[config.mk]
export PLATFORM = sky130hd
export DESIGN_NAME = slotted_page_space_manager_unit
export DESIGN_NICKNAME = d
export VERILOG_FILES = /design/src/sv/spsm_pkg.sv /design/src/sv/slotted_page_space_manager_unit.sv /design/src/sv/spsm_ram.sv
export VERILOG_INCLUDE_DIRS = /design/src /design/src/sv
export SDC_FILE = /design/constraint.sdc
export NUM_CORES = 2
export LEC_CHECK = 0
export ABC_CLOCK_PERIOD_IN_PS = 26200
export BUFFER_PORTS_ARGS = -buffer_cell sky130_fd_sc_hd__buf_2
export CAP_MARGIN = 30
export CORE_MARGIN = 2
export CORE_UTILIZATION = 55
export CTS_CLUSTER_SIZE = 20
export DETAILED_ROUTE_END_ITERATION = 6
export PLACE_DENSITY = 0.71
export SLEW_MARGIN = 20
export SYNTH_ARGS = -nofsm -noshare
export SYNTH_HDL_FRONTEND = slang
export SYNTH_SLANG_ARGS = --single-unit
export TNS_END_PERCENT = 20
[constraint.sdc]
create_clock -name clock -period 26.2 [get_ports clock]
set_input_delay 5.24 -clock clock [delete_from_list [all_inputs] [get_ports clock]]
set_output_delay 5.24 -clock clock [all_outputs]
set_load 0.05 [all_outputs]
[src/sv/assert_macros.svh]
// Assertion macros included by the slotted page space manager unit.
`ifndef ASSERT_MACROS_SVH
`define ASSERT_MACROS_SVH
`ifndef ASSERT_OFF
`define ASSERT_IMPL(label, clk, rst, prop) \
   label: assert property (@(posedge clk) disable iff (rst) prop) else $error("%m: label");
`define ASSERT_NEVER(label, clk, rst, expr) \
   label: assert property (@(posedge clk) disable iff (rst) !(expr)) else $error("%m: label");
`else
`define ASSERT_IMPL(label, clk, rst, prop)
`define ASSERT_NEVER(label, clk, rst, expr)
`endif
`endif

[src/sv/spsm_pkg.sv]
// Package for the slotted page space manager: sizes, opcodes and status codes.
package spsm_pkg;
   localparam int PAGE_BYTES_DEF   = 4096;
   localparam int HEADER_BYTES_DEF = 16;
   localparam int SLOT_BYTES_DEF   = 8;
   localparam int MAX_SLOTS_DEF    = 64;
   localparam int LEN_W  = 13;
   localparam int SLOT_W = 6;
   localparam int PAGE_W = 32;

   typedef enum logic [1:0] {
      OP_GET = 2'd0, OP_INSERT = 2'd1, OP_DELETE = 2'd2, OP_UPDATE = 2'd3
   } opcode_type;

   typedef enum logic [1:0] {
      ST_OK = 2'd0, ST_NO_SPACE = 2'd1, ST_NOT_FOUND = 2'd2, ST_RSVD = 2'd3
   } status_type;
endpackage

[src/sv/slotted_page_space_manager_unit.sv]
// Slotted page space manager: slot directory sequencer over one directory RAM.
// One request is handled at a time. A get reads the slot's entry and answers.
// Insert scans the directory for the lowest deleted slot, one entry at a time
// (up to total_ff entries); delete and a moving update walk every directory
// entry to shift offsets, also one entry at a time through the directory RAM.
// The unit returns to idle before the next request can be accepted.
// A finished response sits in an output register; the next request is taken
// while it waits, and its own response waits for that register to drain.
`include "assert_macros.svh"
module slotted_page_space_manager_unit #(
   parameter int PAGE_BYTES   = spsm_pkg::PAGE_BYTES_DEF,
   parameter int HEADER_BYTES = spsm_pkg::HEADER_BYTES_DEF,
   parameter int SLOT_BYTES   = spsm_pkg::SLOT_BYTES_DEF,
   parameter int MAX_SLOTS    = spsm_pkg::MAX_SLOTS_DEF
) (
   input  logic         clock,
   input  logic         reset,
   input  logic         csr_wr_en,
   input  logic [31:0]  csr_wr_data,
   input  logic         req_tvalid,
   output logic         req_tready,
   // opcode[1:0], req_slot[7:2], req_key_bytes[20:8], req_data_bytes[33:21], zeros
   input  logic [39:0]  req_tdata,
   output logic         rsp_tvalid,
   input  logic         rsp_tready,
   // status[1:0], out_slot[7:2], record_page[39:8], write_offset[52:40],
   // out_key_bytes[65:53], out_data_bytes[78:66], move_valid[79],
   // move_source[92:80], move_dest[105:93], move_bytes[118:106], zeros
   output logic [119:0] rsp_tdata
);
   import spsm_pkg::*;

   localparam int AW  = (MAX_SLOTS > 1) ? $clog2(MAX_SLOTS) : 1;
   localparam int CW  = $clog2(MAX_SLOTS + 1);
   localparam int EW  = 2 * LEN_W + 1 + LEN_W; // deleted, data, key, offset
   localparam int SW  = LEN_W + 6;             // wide enough for space math

   typedef enum logic [3:0] {
      S_IDLE, S_RD, S_RDW, S_DECIDE, S_SCAN, S_SCANW,
      S_FIX_RD, S_FIX_WR, S_WRITE, S_DONE
   } state_type;

   state_type        state_ff;
   logic [1:0]       op_ff;
   logic [SLOT_W-1:0] slot_ff;
   logic [LEN_W-1:0] kb_ff, db_ff;
   logic [31:0]      page_ff;
   logic [CW-1:0]    total_ff;
   logic [LEN_W-1:0] fend_ff;
   logic [AW-1:0]    idx_ff;
   logic [CW-1:0]    cnt_ff;
   logic [LEN_W-1:0] ofs_ff, cur_k_ff, cur_d_ff, shift_ff;
   logic             rsp_v_ff;
   logic [119:0]     rsp_d_ff;

   // final entry write for the target slot
   logic [EW-1:0]    wr_ent_ff;

   logic             ram_we;
   logic [AW-1:0]    ram_wa, ram_ra;
   logic [EW-1:0]    ram_wd, ram_rd;

   spsm_ram #(.WIDTH(EW), .DEPTH(MAX_SLOTS)) u_dir (
      .clock(clock), .wr_en(ram_we), .wr_addr(ram_wa), .wr_data(ram_wd),
      .rd_addr(ram_ra), .rd_data(ram_rd)
   );

   logic [LEN_W-1:0] e_ofs, e_key, e_dat;
   logic             e_del;
   assign e_ofs = ram_rd[LEN_W-1:0];
   assign e_key = ram_rd[2*LEN_W-1:LEN_W];
   assign e_dat = ram_rd[3*LEN_W-1:2*LEN_W];
   assign e_del = ram_rd[EW-1];

   logic [SW-1:0] dir_end, space, req_sum, cur_sum;
   assign dir_end = SW'(HEADER_BYTES) + SW'(total_ff) * SW'(SLOT_BYTES);
   assign space   = (dir_end > SW'(fend_ff)) ? '0 : SW'(fend_ff) - dir_end;
   assign req_sum = SW'(kb_ff) + SW'(db_ff);
   assign cur_sum = SW'(cur_k_ff) + SW'(cur_d_ff);

   assign req_tready = (state_ff == S_IDLE);
   assign rsp_tvalid = rsp_v_ff;
   assign rsp_tdata  = rsp_d_ff;

   always_comb begin
      ram_ra = slot_ff[AW-1:0];
      case (state_ff)
         S_SCAN, S_FIX_RD: ram_ra = idx_ff;
         default: ram_ra = slot_ff[AW-1:0];
      endcase
      ram_we = 1'b0;
      ram_wa = idx_ff;
      ram_wd = ram_rd;
      if (state_ff == S_FIX_WR && e_ofs < ofs_ff && idx_ff != slot_ff[AW-1:0]) begin
         ram_we = 1'b1;
         ram_wd = {e_del, e_dat, e_key, e_ofs + shift_ff};
      end else if (state_ff == S_WRITE) begin
         ram_we = 1'b1;
         ram_wa = slot_ff[AW-1:0];
         ram_wd = wr_ent_ff;
      end
   end

   // response fields assembled into rsp_d_ff
   logic [1:0]       o_st;
   logic [LEN_W-1:0] o_wo, o_k, o_d, o_ms, o_md, o_mb;
   logic             o_mv;
   logic [31:0]      o_pg;
   logic [SLOT_W-1:0] o_sl;

   always_ff @(posedge clock) begin
      if (reset) begin
         state_ff <= S_IDLE;
         rsp_v_ff <= 1'b0;
         total_ff <= '0;
         fend_ff  <= LEN_W'(PAGE_BYTES);
         page_ff  <= '0;
      end else begin
         if (csr_wr_en) page_ff <= csr_wr_data;
         if (rsp_v_ff && rsp_tready) rsp_v_ff <= 1'b0;
         case (state_ff)
            S_IDLE: if (req_tvalid && req_tready) begin
               op_ff   <= req_tdata[1:0];
               slot_ff <= req_tdata[7:2];
               kb_ff   <= req_tdata[20:8];
               db_ff   <= req_tdata[33:21];
               o_st <= ST_OK; o_sl <= req_tdata[7:2]; o_pg <= '0; o_wo <= '0;
               o_k <= '0; o_d <= '0; o_mv <= 1'b0; o_ms <= '0; o_md <= '0; o_mb <= '0;
               state_ff <= S_RD;
            end
            S_RD: state_ff <= S_RDW;
            S_RDW: begin
               ofs_ff <= e_ofs; cur_k_ff <= e_key; cur_d_ff <= e_dat;
               if (op_ff == OP_INSERT) begin
                  idx_ff <= '0; cnt_ff <= '0;
                  state_ff <= (total_ff == '0) ? S_DECIDE : S_SCAN;
                  o_sl <= '0;
               end else if (CW'(slot_ff) >= total_ff || e_del) begin
                  o_st <= ST_NOT_FOUND;
                  state_ff <= S_DONE;
               end else begin
                  state_ff <= S_DECIDE;
               end
            end
            S_SCAN: state_ff <= S_SCANW;
            S_SCANW: begin
               if (e_del) begin
                  state_ff <= S_DECIDE; // idx_ff points at reusable slot
               end else if (cnt_ff + 1'b1 == total_ff) begin
                  cnt_ff <= total_ff;
                  state_ff <= S_DECIDE;
               end else begin
                  cnt_ff <= cnt_ff + 1'b1;
                  idx_ff <= idx_ff + 1'b1;
                  state_ff <= S_SCAN;
               end
            end
            S_DECIDE: begin
               state_ff <= S_DONE;
               case (op_ff)
                  OP_GET: begin
                     o_pg <= page_ff; o_wo <= ofs_ff; o_k <= cur_k_ff; o_d <= cur_d_ff;
                  end
                  OP_INSERT: begin
                     if (req_sum > space || (cnt_ff == total_ff &&
                         (total_ff >= CW'(MAX_SLOTS) ||
                          req_sum + SW'(SLOT_BYTES) > space))) begin
                        o_st <= ST_NO_SPACE;
                     end else begin
                        if (cnt_ff == total_ff) begin
                           total_ff <= total_ff + 1'b1;
                           slot_ff  <= SLOT_W'(total_ff);
                           o_sl     <= SLOT_W'(total_ff);
                        end else begin
                           slot_ff <= SLOT_W'(idx_ff);
                           o_sl    <= SLOT_W'(idx_ff);
                        end
                        fend_ff <= fend_ff - req_sum[LEN_W-1:0];
                        wr_ent_ff <= {1'b0, db_ff, kb_ff, fend_ff - req_sum[LEN_W-1:0]};
                        o_wo <= fend_ff - req_sum[LEN_W-1:0];
                        o_k <= kb_ff; o_d <= db_ff;
                        state_ff <= S_WRITE;
                     end
                  end
                  OP_DELETE: begin
                     o_k <= cur_k_ff; o_d <= cur_d_ff;
                     shift_ff <= cur_sum[LEN_W-1:0];
                     fend_ff <= fend_ff + cur_sum[LEN_W-1:0];
                     wr_ent_ff <= {1'b1, cur_d_ff, cur_k_ff, ofs_ff};
                     if (ofs_ff != fend_ff) begin
                        o_mv <= 1'b1; o_ms <= fend_ff;
                        o_md <= fend_ff + cur_sum[LEN_W-1:0];
                        o_mb <= ofs_ff - fend_ff;
                     end
                     idx_ff <= '0; cnt_ff <= '0;
                     state_ff <= (ofs_ff != fend_ff && total_ff != '0) ? S_FIX_RD : S_WRITE;
                  end
                  default: begin // update
                     idx_ff <= '0; cnt_ff <= '0;
                     if (req_sum == cur_sum) begin
                        o_wo <= ofs_ff; o_k <= kb_ff; o_d <= db_ff;
                        wr_ent_ff <= {1'b0, db_ff, kb_ff, ofs_ff};
                        state_ff <= S_WRITE;
                     end else if (req_sum < cur_sum) begin
                        shift_ff <= cur_sum[LEN_W-1:0] - req_sum[LEN_W-1:0];
                        fend_ff <= fend_ff + cur_sum[LEN_W-1:0] - req_sum[LEN_W-1:0];
                        o_wo <= ofs_ff + cur_sum[LEN_W-1:0] - req_sum[LEN_W-1:0];
                        wr_ent_ff <= {1'b0, db_ff, kb_ff,
                                      ofs_ff + cur_sum[LEN_W-1:0] - req_sum[LEN_W-1:0]};
                        o_k <= kb_ff; o_d <= db_ff;
                        if (ofs_ff > fend_ff) begin
                           o_mv <= 1'b1; o_ms <= fend_ff;
                           o_md <= fend_ff + cur_sum[LEN_W-1:0] - req_sum[LEN_W-1:0];
                           o_mb <= ofs_ff - fend_ff;
                           state_ff <= S_FIX_RD;
                        end else begin
                           state_ff <= S_WRITE;
                        end
                     end else if (req_sum - cur_sum > space) begin
                        o_st <= ST_NO_SPACE;
                     end else begin
                        // grow: remove then re-place at the low end
                        shift_ff <= cur_sum[LEN_W-1:0];
                        fend_ff <= fend_ff + cur_sum[LEN_W-1:0] - req_sum[LEN_W-1:0];
                        o_wo <= fend_ff + cur_sum[LEN_W-1:0] - req_sum[LEN_W-1:0];
                        wr_ent_ff <= {1'b0, db_ff, kb_ff,
                                      fend_ff + cur_sum[LEN_W-1:0] - req_sum[LEN_W-1:0]};
                        o_k <= kb_ff; o_d <= db_ff;
                        if (ofs_ff != fend_ff) begin
                           o_mv <= 1'b1; o_ms <= fend_ff;
                           o_md <= fend_ff + cur_sum[LEN_W-1:0];
                           o_mb <= ofs_ff - fend_ff;
                           state_ff <= S_FIX_RD;
                        end else begin
                           state_ff <= S_WRITE;
                        end
                     end
                  end
               endcase
            end
            // read data for idx_ff is valid in S_FIX_WR
            S_FIX_RD: state_ff <= S_FIX_WR;
            S_FIX_WR: begin
               if (cnt_ff + 1'b1 >= total_ff) begin
                  state_ff <= S_WRITE;
               end else begin
                  cnt_ff <= cnt_ff + 1'b1;
                  idx_ff <= idx_ff + 1'b1;
                  state_ff <= S_FIX_RD;
               end
            end
            S_WRITE: state_ff <= S_DONE;
            S_DONE: if (!rsp_v_ff) begin
               rsp_v_ff <= 1'b1;
               rsp_d_ff <= {1'b0, o_mb, o_md, o_ms, o_mv, o_d, o_k, o_wo, o_pg, o_sl, o_st};
               state_ff <= S_IDLE;
            end
            default: state_ff <= S_IDLE;
         endcase
      end
   end

   `ASSERT_IMPL(a_no_accept_busy, clock, reset,
      (req_tvalid && req_tready) |=> (state_ff == S_RD))
   `ASSERT_NEVER(a_total_bound, clock, reset, total_ff > CW'(MAX_SLOTS))
   `ASSERT_NEVER(a_status_code, clock, reset, rsp_v_ff && rsp_d_ff[1:0] == ST_RSVD)
   `ASSERT_IMPL(a_move_zero, clock, reset,
      (rsp_v_ff && !rsp_d_ff[79]) |-> (rsp_d_ff[118:80] == '0))
endmodule

[src/sv/spsm_ram.sv]
// Generic single-port-write, single-read RAM with registered read data.
module spsm_ram #(
   parameter int WIDTH = 8,
   parameter int DEPTH = 64
) (
   input  logic                     clock,
   input  logic                     wr_en,
   input  logic [$clog2(DEPTH)-1:0] wr_addr,
   input  logic [WIDTH-1:0]         wr_data,
   input  logic [$clog2(DEPTH)-1:0] rd_addr,
   output logic [WIDTH-1:0]         rd_data
);
   logic [WIDTH-1:0] mem [DEPTH];

   always_ff @(posedge clock) begin
      if (wr_en) begin
         mem[wr_addr] <= wr_data;
      end
      rd_data <= mem[rd_addr];
   end
endmodule

==> summary.md <==
| Metric | Value |
|---|---|
| Outcome | `completed` |
| Multi-input gate area | `0.0335 mm^2` |
| Post-CTS setup buffers | `0` |
| Post-Route Utilization | `62.4%` |
| Initial antenna violation count | `11` |
| Final wirelength | `330 mm` |
| Fillers | `15600` |
| Tmin final | `8130 ps` |
| Static leakage | `46.0 nW` |
| Synthesis-to-layout area growth | `12.5%` |
| EDFF count, synth | `2937` |
| VDD IR-drop max | `around 0.077 mV` |
| Net Count, Synth | `around 7300` |
| Number of synthesized register bits | `3034` |
| Vias after detailed routing | `69000` |
| Synth Warn # | `0` |
| Ranking of synthesized cells by area | `edfxtp_1, mux4_2, ha_1` |
| Sw Share | `around 26%` |
| Seq. cell area | `about 0.090 mm^2` |
| GRT Util Overall | `28.5%` |
| Gates resized, CTS repair | `0` |
| Commonest non-fill, non-tap cell in the layout | `edfxtp_1` |
| Die Ht | `481 um` |
| Gate power share | `15.9%` |
| Mapped Area | `0.125 mm^2` |
| Vias in the first global route | `68400` |
| Worst path max stage delay | `650 ps` |
| Gate count of the mapped netlist | `6952` |
| PwrDens | `84.5 mW/mm^2` |
| Fraction of the yosys area taken by sequential cells | `72.2%` |
| GRT overflow | `0` |
| DR WL/cell | `31.3 um` |
| Port buffer count | `191` |
| Startpoint Class | `flip-flop` |
| Synth top area share | `70.6%` |
| Die X | `481 um` |
| Skew final | `93.3 ps` |
| Largest net degree at the start of global routing | `120` |
| CTS tree | `built` |
| Max Root-Sink Buffers | `4` |
| Top-level I/O count | `about 200` |
| Reg power frac | `about half` |
| Final HPWL DP | `between 150 and 200 mm` |
| DR vias/cell | `6.55` |
| Kind of critical path | `reg -> reg` |
| FFs w/ async S/R, synth | `0%` |
| Pint | `approximately 0.009 W` |
| Fmax | `approximately 120 MHz` |
| Cts hold-fix bufs | `0` |
| Worst Path Required | `26710 ps` |
| Starting Density | `55.4%` |
| RSZ-0062 raised after global routing | `false` |
| Drt drc | `0` |
| DRT Pass-1 Iters | `6` |
| Dominant synthesized flop cell | `edfxtp_1` |
| Initial DRC Count | `8717` |
| Max-slew headroom at the worst pin | `21.0%` |
| FP Rows | `174` |
| Routability congestion estimate | `0.959` |
| Synthesized area per cell | `18.0 um^2` |
| Arr. time, crit path | `around 8600 ps` |
| Slowest-stage cell, CP | `buf_4` |
| CP dominant cell by count | `a21oi_1` |
| Switching pwr | `0.00309 W` |
| Crit end category | `flip-flop` |
| Final Cycle Share | `a little under a third` |
| Least-Margin Pin Slew | `1180 ps` |
| Htree depth | `5` |
| Most frequent cells in the layout | `edfxtp_1, mux4_2, nand2_1, clkbuf_16, a21oi_1` |
| Max Slew Vio Count | `0` |
| Remaining antenna violation count | `0` |
| Clk network pwr share | `a little over a third` |
| First-pass GRT wire length | `474 mm` |
| Clk slew on worst S/H paths | `about 60 ps` |
| Core box area | `0.225 mm^2` |
| Setup TNS | `0 ps` |
| HP Class | `reg -> reg` |
| Layout cells sized above 1 | `21.7%` |
| CP max FO | `40` |
| Num CTS Buffers | `~320` |
| Fin. Hold Viols | `0` |
| Final #Nets | `approximately 7600` |
| Cell variety after synth | `83` |
| Die area | `0.231 mm^2` |
| TritonCTS Sinks | `3034` |
| Later-pin clock latency in the skew report | `slightly below 1000 ps` |
| CTS Root Buffer Type | `clkbuf_16` |
| Max cap viols | `0` |
| Final setup vio count | `0` |
| Biggest area consumer among synthesized cells | `edfxtp_1` |
## cell type report
class	count	share of cell area (%)
diodes	5	0.00890
clock buffers	411	6.07
clock inverters	142	0.841
inverters	122	0.326
multi-input cells	3411	23.8
flip-flops and latches	3034	64.1
well taps	2992	2.66
repair buffers	411	2.13
## synthesized netlist by cell type, types with 78 or more instances
library cell	n
a211oi_1	241
a21oi_1	250
a311oi_1	84
a31oi_1	99
and2_1	172
buf_2	79
clkbuf_1	280
dfxtp_1	97
edfxtp_1	2937
ha_1	204
inv_1	119
mux2i_1	78
mux4_2	640
nand2_1	509
nor2_1	231
nor3_1	90
o21ai_0	120
xnor2_1	108
## path summary, 6_finish.rpt
check                           startpoint             to  slack (ps)  cells past startpoint
worst min register to register      o_k[6]  rsp_tdata[59]         410                      0
worst min-delay path                o_k[6]  rsp_tdata[59]         410                      0
worst max-delay path              kb_ff[0]  wr_ent_ff[13]       18070                     26
worst max register to register    kb_ff[0]  wr_ent_ff[13]       18070                     26
## routing by layer
metal	global-route usage, %	vias up	share of wire, %
li1	-	28700	-
met1	39.4	35800	39
met2	45.5	3791	48
met3	5.07	713	9.0
met4	11.3	10	4.2
met5	0	-	0.062
## stage by stage
| step | hold WS [ps] | power [W] | area (um^2) | instances | setup slack, ps |
|---|---|---|---|---|---|
| 3_3_place_gp | 401 | 0.00760 | 130000 | 9930 | 17860 |
| 5_1_grt | 419 | 0.0123 | 141000 | 10500 | 17690 |
| 2_1_floorplan | 400 | 0.00704 | 125000 | 6952 | 11680 |
| 6_report | 405 | 0.0119 | 141000 | 10500 | 18070 |
| 3_5_place_dp | 405 | 0.00767 | 131000 | 9956 | 17790 |
| 4_1_cts | 407 | 0.0119 | 140000 | 10500 | 17750 |
## power by group through the flow
| stage | clock network, W | logic (W) | registers, W |
|---|---|---|---|
| after global routing | 0.00450 | 0.00204 | 0.00573 |
| final | 0.00426 | 0.00189 | 0.00573 |
| after global placement | 0 | 0.00177 | 0.00583 |
| after detailed placement | 0 | 0.00184 | 0.00583 |
| after CTS | 0.00431 | 0.00185 | 0.00573 |
| after floorplan | 0 | 0.00122 | 0.00581 |
## worst max-delay path: cells and delay by family (launching register included)
kind                       cells  cell delay (ps)
AOI/OAI and AO/OA             15             3460
and+or+nand+nor                3              500
DFF                            1              430
adders and majority gates      4             1590
xor gates and xnor gates       2              600
buffers and inverters          2             1070
## state kept, by name, indices dropped and copies added, names as in the netlist, 13 cells and up
| name | cells |
|---|---|
| o_md | 13 |
| wr_ent_ff | 40 |
| db_ff | 13 |
| rsp_tdata | 119 |
| o_wo | 13 |
| o_k | 13 |
| ofs_ff | 13 |
| o_d | 13 |
| shift_ff | 13 |
| kb_ff | 13 |
| o_pg | 32 |
| page_ff | 32 |
| cur_d_ff | 13 |
| o_mb | 13 |
| fend_ff | 13 |
| cur_k_ff | 13 |
| u_dir.mem | 2560 |
| o_ms | 13 |
| u_dir.rd_data | 40 |
## kinds of logic (layout without fill, tap and decap cells)
group                    after synthesis  count (layout)  synth area share (%)
adder cells (fa/ha/maj)              229             229                  2.39
multiplexers                         754             754                  12.5
AND/OR/NAND/NOR                     1235            1235                  4.62
AO/OA/AOI/OAI                       1043            1043                  5.67
other                                  1               6               0.00300
XOR/XNOR                             149             149                  1.05
flip-flops                          3034            3034                  72.2
buffers and inverters                507            1086                  1.61
Note: power is estimated with default switching activity, not from simulation.
